## config.mk

```make
export PLATFORM = sky130hd
export DESIGN_NAME = string_escape_decoder
export DESIGN_NICKNAME = d
export VERILOG_FILES = /design/src/rtl/sed_pkg.sv /design/src/rtl/sed_core.sv /design/src/rtl/string_escape_decoder.sv
export SDC_FILE = /design/constraint.sdc
export NUM_CORES = 1
export LEC_CHECK = 0
export ABC_AREA = 1
export BUFFER_PORTS_ARGS = -buffer_cell sky130_fd_sc_hd__buf_2
export CORE_MARGIN = 5
export CORE_UTILIZATION = 52
export CTS_BUF_LIST = sky130_fd_sc_hd__clkbuf_16
export CTS_CLUSTER_DIAMETER = 100
export DETAILED_ROUTE_END_ITERATION = 16
export PLACE_DENSITY = 0.75
export SETUP_SLACK_MARGIN = 0.1
export SLEW_MARGIN = 20
export SYNTH_ARGS = -nofsm -noshare
export SYNTH_HDL_FRONTEND = slang
export SYNTH_SLANG_ARGS = --single-unit
```

## constraint.sdc

```tcl
create_clock -name clk -period 2.01 [get_ports clk]
set_input_delay 0.402 -clock clk [delete_from_list [all_inputs] [get_ports clk]]
set_output_delay 0.402 -clock clk [all_outputs]
set_load 0.05 [all_outputs]
```

## src/rtl/sed_pkg.sv

```systemverilog
// shared types, codes and helpers for the string escape decoder
`timescale 1ns / 1ps

package sed_pkg;

    // one input item
    typedef struct packed {
        logic [7:0] in_byte;
        logic       byte_present;
        logic       body_end;
    } sed_in_t;

    // one result item
    typedef struct packed {
        logic [7:0] decoded_byte;
        logic       emit_valid;
        logic [2:0] status;
        logic       body_done;
    } sed_out_t;

    // decoder modes
    localparam logic [1:0] MODE_NORMAL = 2'd0;
    localparam logic [1:0] MODE_ESCAPE = 2'd1;
    localparam logic [1:0] MODE_HEX    = 2'd2;
    localparam logic [1:0] MODE_ERROR  = 2'd3;

    // status codes
    localparam logic [2:0] ST_OK        = 3'd0;
    localparam logic [2:0] ST_QUOTE     = 3'd1;
    localparam logic [2:0] ST_DANGLING  = 3'd2;
    localparam logic [2:0] ST_TRUNCATED = 3'd3;
    localparam logic [2:0] ST_BAD_HEX   = 3'd4;
    localparam logic [2:0] ST_NON_ASCII = 3'd5;
    localparam logic [2:0] ST_UNKNOWN   = 3'd6;

    localparam logic [15:0] ASCII_MAX   = 16'h007F;
    localparam logic [2:0]  HEX_DIGITS  = 3'd4;

    localparam logic [7:0] CH_QUOTE     = 8'h22;
    localparam logic [7:0] CH_BACKSLASH = 8'h5C;
    localparam logic [7:0] CH_N         = 8'h6E;
    localparam logic [7:0] CH_T         = 8'h74;
    localparam logic [7:0] CH_R         = 8'h72;
    localparam logic [7:0] CH_U         = 8'h75;
    localparam logic [7:0] CH_LF        = 8'h0A;
    localparam logic [7:0] CH_TAB       = 8'h09;
    localparam logic [7:0] CH_CR        = 8'h0D;

    // bit 4 set means not a hex digit
    function automatic logic [4:0] hex_value(input logic [7:0] c);
        logic [4:0] v;
        v = 5'd16;
        if (c >= 8'h30 && c <= 8'h39)
        begin
            v = {1'b0, 4'(c - 8'h30)};
        end
        else if (c >= 8'h61 && c <= 8'h66)
        begin
            v = {1'b0, 4'(c - 8'h57)};
        end
        else if (c >= 8'h41 && c <= 8'h46)
        begin
            v = {1'b0, 4'(c - 8'h37)};
        end
        return v;
    endfunction

endpackage

```

## src/rtl/sed_core.sv

```systemverilog
// escape decoding state and per-item decode logic
`timescale 1ns / 1ps

module sed_core (
    input  logic            clk,
    input  logic            rst_n,
    input  logic            step,
    input  sed_pkg::sed_in_t  item,
    output sed_pkg::sed_out_t result
);
    import sed_pkg::*;

    logic [1:0]  mode_reg, mode_next, mode_mid;
    logic [2:0]  count_reg, count_next, count_inc;
    logic [15:0] accum_reg, accum_next, accum_shift;
    logic        bad_reg, bad_next, bad_mid;
    logic [2:0]  err_reg, err_next, err_mid;
    logic        emit;
    logic [7:0]  byte_out;
    logic [4:0]  hv;

    assign hv          = hex_value(item.in_byte);
    assign count_inc   = count_reg + 3'd1;
    assign bad_mid     = bad_reg | hv[4];
    assign accum_shift = {accum_reg[11:0], (hv[4] ? 4'd0 : hv[3:0])};

    always_comb
    begin
        mode_next  = mode_reg;
        count_next = count_reg;
        accum_next = accum_reg;
        bad_next   = bad_reg;
        err_next   = err_reg;
        emit       = 1'b0;
        byte_out   = 8'd0;

        if (item.byte_present)
        begin
            case (mode_reg)
                MODE_NORMAL:
                begin
                    if (item.in_byte == CH_QUOTE)
                    begin
                        mode_next = MODE_ERROR;
                        if (err_reg == ST_OK)
                        begin
                            err_next = ST_QUOTE;
                        end
                    end
                    else if (item.in_byte == CH_BACKSLASH)
                    begin
                        mode_next = MODE_ESCAPE;
                    end
                    else
                    begin
                        emit     = 1'b1;
                        byte_out = item.in_byte;
                    end
                end
                MODE_ESCAPE:
                begin
                    mode_next = MODE_NORMAL;
                    if (item.in_byte == CH_BACKSLASH || item.in_byte == CH_QUOTE)
                    begin
                        emit     = 1'b1;
                        byte_out = item.in_byte;
                    end
                    else if (item.in_byte == CH_N)
                    begin
                        emit     = 1'b1;
                        byte_out = CH_LF;
                    end
                    else if (item.in_byte == CH_T)
                    begin
                        emit     = 1'b1;
                        byte_out = CH_TAB;
                    end
                    else if (item.in_byte == CH_R)
                    begin
                        emit     = 1'b1;
                        byte_out = CH_CR;
                    end
                    else if (item.in_byte == CH_U)
                    begin
                        mode_next  = MODE_HEX;
                        count_next = 3'd0;
                        accum_next = 16'd0;
                        bad_next   = 1'b0;
                    end
                    else
                    begin
                        mode_next = MODE_ERROR;
                        if (err_reg == ST_OK)
                        begin
                            err_next = ST_UNKNOWN;
                        end
                    end
                end
                MODE_HEX:
                begin
                    bad_next   = bad_mid;
                    accum_next = accum_shift;
                    count_next = count_inc;
                    if (count_inc >= HEX_DIGITS)
                    begin
                        count_next = 3'd0;
                        if (bad_mid)
                        begin
                            mode_next = MODE_ERROR;
                            if (err_reg == ST_OK)
                            begin
                                err_next = ST_BAD_HEX;
                            end
                        end
                        else if (accum_shift > ASCII_MAX)
                        begin
                            mode_next = MODE_ERROR;
                            if (err_reg == ST_OK)
                            begin
                                err_next = ST_NON_ASCII;
                            end
                        end
                        else
                        begin
                            emit      = 1'b1;
                            byte_out  = accum_shift[7:0];
                            mode_next = MODE_NORMAL;
                        end
                    end
                end
                default:
                begin
                    mode_next = mode_reg;
                end
            endcase
        end

        mode_mid = mode_next;
        err_mid  = err_next;

        // end of body inside an escape or a hex sequence
        if (item.body_end)
        begin
            if (mode_mid == MODE_ESCAPE && err_mid == ST_OK)
            begin
                err_next = ST_DANGLING;
            end
            else if (mode_mid == MODE_HEX && err_mid == ST_OK)
            begin
                err_next = ST_TRUNCATED;
            end
        end

        result.decoded_byte = byte_out;
        result.emit_valid   = emit;
        result.status       = err_next;
        result.body_done    = item.body_end;

        if (item.body_end)
        begin
            mode_next  = MODE_NORMAL;
            count_next = 3'd0;
            accum_next = 16'd0;
            bad_next   = 1'b0;
            err_next   = ST_OK;
        end
    end

    always_ff @(posedge clk or negedge rst_n)
    begin
        if (!rst_n)
        begin
            mode_reg  <= MODE_NORMAL;
            count_reg <= 3'd0;
            accum_reg <= 16'd0;
            bad_reg   <= 1'b0;
            err_reg   <= ST_OK;
        end
        else if (step)
        begin
            mode_reg  <= mode_next;
            count_reg <= count_next;
            accum_reg <= accum_next;
            bad_reg   <= bad_next;
            err_reg   <= err_next;
        end
    end

endmodule

```

## src/rtl/string_escape_decoder.sv

```systemverilog
// top level: input register, decode core and result register
// an item moves from the input register through the decode core into the result register
// throughput: one item per cycle unless stalled; decode is single-pass between registers
// the input register takes a new item whenever it is empty or the result register moves on
// reset clears the decode state and both valid flags; payload registers are not reset
`timescale 1ns / 1ps

module string_escape_decoder (
    input  logic              clk,
    input  logic              rst_n,
    input  logic              item_valid,
    output logic              item_stall,
    input  sed_pkg::sed_in_t  item,
    output logic              result_valid,
    input  logic              result_stall,
    output sed_pkg::sed_out_t result
);
    import sed_pkg::*;

    logic      in_valid_reg;
    sed_in_t   in_item_reg;
    logic      out_valid_reg;
    sed_out_t  out_item_reg;
    sed_out_t  decoded;
    logic      out_advance;
    logic      in_advance;

    assign out_advance = !out_valid_reg || !result_stall;
    assign in_advance  = !in_valid_reg || out_advance;
    assign item_stall  = !in_advance;

    sed_core u_core (
        .clk    (clk),
        .rst_n  (rst_n),
        .step   (in_valid_reg && out_advance),
        .item   (in_item_reg),
        .result (decoded)
    );

    always_ff @(posedge clk or negedge rst_n)
    begin
        if (!rst_n)
        begin
            in_valid_reg  <= 1'b0;
            out_valid_reg <= 1'b0;
        end
        else
        begin
            if (in_advance)
            begin
                in_valid_reg <= item_valid;
            end
            if (out_advance)
            begin
                out_valid_reg <= in_valid_reg;
            end
        end
    end

    always_ff @(posedge clk)
    begin
        if (in_advance && item_valid)
        begin
            in_item_reg <= item;
        end
        if (out_advance && in_valid_reg)
        begin
            out_item_reg <= decoded;
        end
    end

    assign result_valid = out_valid_reg;
    assign result       = out_item_reg;

    // a decoded byte never comes with an error
    assert property (@(posedge clk) disable iff (!rst_n)
        result_valid && result.emit_valid |-> result.status == ST_OK)
        else $error("byte emitted with error status");

    // status code stays within the defined codes
    assert property (@(posedge clk) disable iff (!rst_n)
        result_valid |-> result.status <= ST_UNKNOWN)
        else $error("undefined status code");

    // input side only stalls when both registers are full and the output is held
    assert property (@(posedge clk) disable iff (!rst_n)
        item_stall |-> in_valid_reg && out_valid_reg && result_stall)
        else $error("input stalled with room in the pipeline");

    // a held result does not vanish
    assert property (@(posedge clk) disable iff (!rst_n)
        result_valid && result_stall |=> result_valid)
        else $error("held result dropped");

endmodule
```

==> results.cfg, run 1 <==
[outcome]
status = finished, violations left
violations = negative setup slack

[route]
vias = 2596
drc = 0
first_pass_iters = 5
postRouteAntennaNets = 0
detail_route.wl_per_cell_microns = 17.0
initialDrtViolationCount = 265
routed_wirelength_microns = 7610
vias_per_cell = 5.81

[logic_synthesis]
synth_seq_cells = 46
synth.net_count = 323
ys_warn_count = 0
syn_inst = 304
ys_types = 33
synthArstFlopShare_pct = 50.0
avgSynthCellArea_sq_um = 8.32
synth_area_sq_um = 2530
synth_edf_count = 23
synthFlopType = edfxtp_1
yosysSeqAreaShare_pct = 50.0

[sta]
finClkSkew_ns = 0.00398
grt_setup_unrepaired = yes
hold_viol = 0
slew_viol_final = 0
relSlewSlack_pct = 64.2
tightestPinTransition_ns = 0.537
fmax_ghz = 0.467
fin_crit_sh_pct = 107
fin_crit_ns = 2.14
setup_tns_ns = -0.866
setup_viol = 17
setup_slack_ns = -0.133

[floorplan]
dieArea_sq_um = 6360
num_io_pins = 29
start_util_pct = 53.6
die_h_microns = 79.8
core-area_sq_um = 4720
rows = 25
die_x_microns = 79.8

[placement]
dp.cells = 422
dpl.hpwl_microns = 4530
gp_congestion = 0.917
io_buffers = 28
pre_cts_ws_ns = -0.0862

[clocking]
cts_tree = built
numCtsBuffers = 5
ctsHoldBuffers = 0
cts_root_buf = clkbuf_16
cts.htree.levels = 2
cts_sinks = 46
max-clock-path-buffers = 2
clk_latency_ns = 0.29
clk_pin_slew_worst_paths_ns = 0.06

[grt]
grt_use_total_pct = 22.4
first_global_vias = 2341
grt_start_max_net_pins = 24
antenna_found_initial = 0
grt_overflow = 0
grt_pass1_wl_microns = 10900

[worst_setup_path]
slowest_stage = edfxtp_1
start_kind = flip-flop
critical_path_required_ns = 2.15
cp-end-kind = flip-flop
path_delay_family = simple AND/OR/NAND/NOR gates
cp-startpoint = in_item_reg[3]
cpPeakStageDelay_ns = 0.45
crit_buf_inv = 4
worstPathMaxFanout = 4
critical_path_depth = 11
r2r-start = in_item_reg[3]
path_cells = inv_2, ha_4, inv_4, nand3_2, nand3_2, nand2_4, nand4_1, buf_4, buf_4, or2_4, a21oi_2
r2r_cells = 11
crit_arrival_ns = 2.28
crit_type = flip-flop to flip-flop

[power]
p_leak_nw = 1.66
pwr_density_cell_nw_per_um2 = 871
power_mw = 3.10
ir_worst_vdd_mv = 0.558

[layout]
diodes = 0
syn_to_final_growth_pct = 40.9
drive_gt1_share_pct = 40.3
largest_reg_flops = 13
fin_cells = 447
layout_commonest_cell = nand2_1
final_cell_mix = 53 x nand2_1, 45 x inv_1, 35 x buf_4, 28 x nor2_1, 28 x buf_2
nets = 398

[flow_run]
drv_cap = 0

[min_path]
holdCritPathClass = primary input to async pin
## routing by layer
metal / vias to the layer above / GRT usage, % / wire [microns]
met5: - / 0 / 0
met4: 0 / 11.3 / 459
met3: 47 / 4.51 / 607
met2: 162 / 37.8 / 3700
met1: 1223 / 27.0 / 2840
li1: 1164 / - / -
## repair_timing
item                       4_1_cts  5_1_grt
pin swaps                        7       26
resized for setup               26       56
hold endpoints to repair         0        0
buffers inserted                 5       13
setup endpoints to repair       25       30
## layout make-up
type                            instances  area (sq um)
Clock buffer                            6           150
Clock inverter                          2          10.0
Fill cell                             291          1160
Inverter                               56           218
Multi-Input combinational cell        199          1340
Sequential cell                        46          1270
Tap cell                               67          83.8
Timing Repair Buffer                   71           493
## cells by family (layout without fill, tap and decap cells)
group,count (synthesis),after routing,share of synthesized area [%]
and+or+nand+nor,143,143,24.8
buffers and inverters,59,135,9.15
AOI/OAI and AO/OA,50,50,13.2
DFF,46,46,50.0
adders and majority gates,5,5,2.47
xor gates and xnor gates,1,1,0.346
## power breakdown
part,internal (mW),total (mW),switching [mW]
sequential,1.10,1.16,0.0518
combinational,0.356,1.06,0.706
clock,0.533,0.887,0.354
## worst paths after layout
path / to / slack, ns
setup / recovery: result[8] / -0.13
hold / removal: u_core.accum_reg[10] / 0.09
setup reg to reg: result[8] / -0.13
hold reg to reg: u_core.accum_reg[9] / 0.49
max in group asynchronous: u_core.accum_reg[9] / 1.56
min in group clk: in_item_reg[5] / 0.28
## cell usage after synthesis (2+ instances only)
master | instances | share of area, %
inv_1 | 51 | 7.6
a32oi_1 | 3 | 1.0
o22ai_1 | 5 | 1.2
nor3_1 | 5 | 0.99
o21ai_0 | 10 | 2.0
o31ai_1 | 4 | 1.2
nand2_1 | 63 | 9.3
a21oi_1 | 13 | 2.6
o21ai_1 | 2 | 0.40
edfxtp_1 | 23 | 27
dfrtp_1 | 23 | 23
o21ai_2 | 2 | 0.69
nand3_1 | 20 | 4.0
nand4_1 | 8 | 2.0
o32ai_1 | 5 | 1.7
buf_2 | 2 | 0.40
ha_1 | 5 | 2.5
nand2_2 | 2 | 0.49
inv_2 | 5 | 0.74
nor2_1 | 38 | 5.6
nor2_2 | 2 | 0.49
nand3_2 | 2 | 0.79
## through the flow
stage                     hold slack (ns)  instance area [sq um]  utilization (%)
after floorplan                     0.106                   2550                -
after global placement              0.409                   2950             62.4
after detailed placement            0.418                   2950             62.4
after CTS                           0.113                   3250             68.7
after global routing                0.132                   3560             75.4
final                              0.0898                   3560             75.4
Note: power is estimated with default switching activity, not from simulation.
==> run 2, diff against run 1 <==
PLACE_DENSITY = 0.77   (was 0.75)
TNS_END_PERCENT = 30   (was unset)
==> results.cfg, run 2 (synthesis results as in run 1) <==
[clocking]
clk_latency_ns = 0.29
clk_pin_slew_worst_paths_ns = 0.06
cts_tree = built
ctsHoldBuffers = 0
cts_root_buf = clkbuf_16
max-clock-path-buffers = 2
cts_sinks = 46
numCtsBuffers = 5
cts.htree.levels = 2

[grt]
grt_pass1_wl_microns = 11200
grt_use_total_pct = 23.1
first_global_vias = 2354
antenna_found_initial = 0
grt_overflow = 0
grt_start_max_net_pins = 24

[floorplan]
rows = 25
num_io_pins = 29
die_h_microns = 79.8
core-area_sq_um = 4720
start_util_pct = 53.6
dieArea_sq_um = 6360
die_x_microns = 79.8

[layout]
drive_gt1_share_pct = 40.3
nets = 400
final_cell_mix = 53 x nand2_1, 43 x inv_1, 38 x buf_4, 30 x nor2_1, 28 x buf_2
largest_reg_flops = 13
diodes = 0
syn_to_final_growth_pct = 40.2
layout_commonest_cell = nand2_1

[power]
p_leak_nw = 1.66
power_mw = 3.01
ir_worst_vdd_mv = 0.496
pwr_density_cell_nw_per_um2 = 850

[placement]
gp_congestion = 0.949
io_buffers = 28
dpl.hpwl_microns = 4550

[route]
initialDrtViolationCount = 286
vias = 2472
detail_route.wl_per_cell_microns = 16.0
routed_wirelength_microns = 7160
drc = 0
first_pass_iters = 5
postRouteAntennaNets = 0
vias_per_cell = 5.51

[worst_setup_path]
worstPathMaxFanout = 5
crit_arrival_ns = 2.14
cp-end-kind = flip-flop
critical_path_required_ns = 2.06
crit_type = flip-flop to flip-flop
start_kind = flip-flop

[sta]
fin_crit_sh_pct = 104
fin_hold_ws_ns = 0.0835
finClkSkew_ns = 0.00700
relSlewSlack_pct = 65.0
tightestPinTransition_ns = 0.525
slew_viol_final = 0
setup_slack_ns = -0.0819
setup_viol = 13
fmax_ghz = 0.478
grt_setup_unrepaired = yes
fin_crit_ns = 2.09
hold_viol = 0

[flow_run]
drv_cap = 0

[outcome]
status = finished, violations left
violations = negative setup slack

[min_path]
holdCritPathClass = primary input to async pin
## run 2: changes by cell type in the layout (fill, tap and decap cells not counted), moves of 2 or more
| cell | previous run | this run |
|---|---|---|
| buf_4 | 35 | 38 |
| clkinv_2 | 0 | 2 |
| inv_1 | 45 | 43 |
| nand3_2 | 10 | 8 |
| nand3_4 | 3 | 6 |
| nor2_1 | 28 | 30 |
| nor2_4 | 8 | 5 |
| o21ai_0 | 9 | 6 |
| o32ai_1 | 2 | 5 |
| o32ai_2 | 3 | 0 |
## run 2: layer usage
layer / up-vias / wire length [microns] / part of all wire, % / track usage [%]
li1: 1164 / - / - / -
met1: 1164 / 2860 / 40 / 29.5
met2: 114 / 3490 / 49 / 39.3
met3: 30 / 443 / 6.2 / 4.06
met4: 0 / 375 / 5.2 / 8.28
met5: - / 0 / 0 / 0
## run 2: what timing repair did
item	4_1_cts	5_1_grt
buffers inserted	15	4
setup endpoints to repair	29	31
hold endpoints to repair	0	0
pin swaps	24	13
gates resized for setup	53	33
## run 2: critical path, cell delays in order (launching register included)
cell	delay [ns]
edfxtp_1	0.49
inv_2	0.16
nand2_1	0.09
nor2_2	0.20
nand3_4	0.12
nand2_4	0.12
nand4_1	0.11
nand2_1	0.13
nand2_1	0.07
nand2_2	0.09
a21oi_2	0.04
nand3_2	0.08
nand2_1	0.05
nand2_1	0.05
nand2_1	0.05
## run 2: cell type report
cell class	instances	area (sq um)
flip-flops and latches	46	1270
multi-input cells	199	1340
clock buffers	5	125
inverters	56	218
well taps	67	83.8
clock inverters	3	13.8
fillers	306	1180
repair buffers	73	504
## run 2: power by group
part	total (mW)	leakage, nW	internal (mW)	switching [mW]
combinational	1.07	1.05	0.382	0.686
clock	0.784	0.0748	0.451	0.333
sequential	1.16	0.536	1.10	0.0592
## run 2: stage by stage
| step | instance area (sq um) | instances | utilization (%) | TNS, ns | setup slack (ns) |
|---|---|---|---|---|---|
| final | 3550 | 449 | 75.1 | -0.396 | -0.0819 |
| after global routing | 3550 | 449 | 75.1 | -2.83 | -0.213 |
| after CTS | 3420 | 447 | 72.4 | 0 | 0.0354 |
| after detailed placement | 2950 | 424 | 62.5 | -0.702 | -0.131 |
| after global placement | 2950 | 424 | 62.5 | -0.103 | -0.0862 |
| after floorplan | 2540 | 304 | - | -0.972 | -0.0972 |
## run 2: path summary, 6_finish.rpt
path / start / to / slack (ns) / cells after the start
min reg2reg: u_core.accum_reg[11] / u_core.accum_reg[11] / 0.49 / 2
min in group clk: item[0] / in_item_reg[0] / 0.28 / 1
max in group asynchronous: rst_n / u_core.mode_reg[1] / 1.57 / 1
max: in_item_reg[5] / result[2] / -0.08 / 14
min: rst_n / u_core.count_reg[0] / 0.08 / 1
max reg2reg: in_item_reg[5] / result[2] / -0.08 / 14
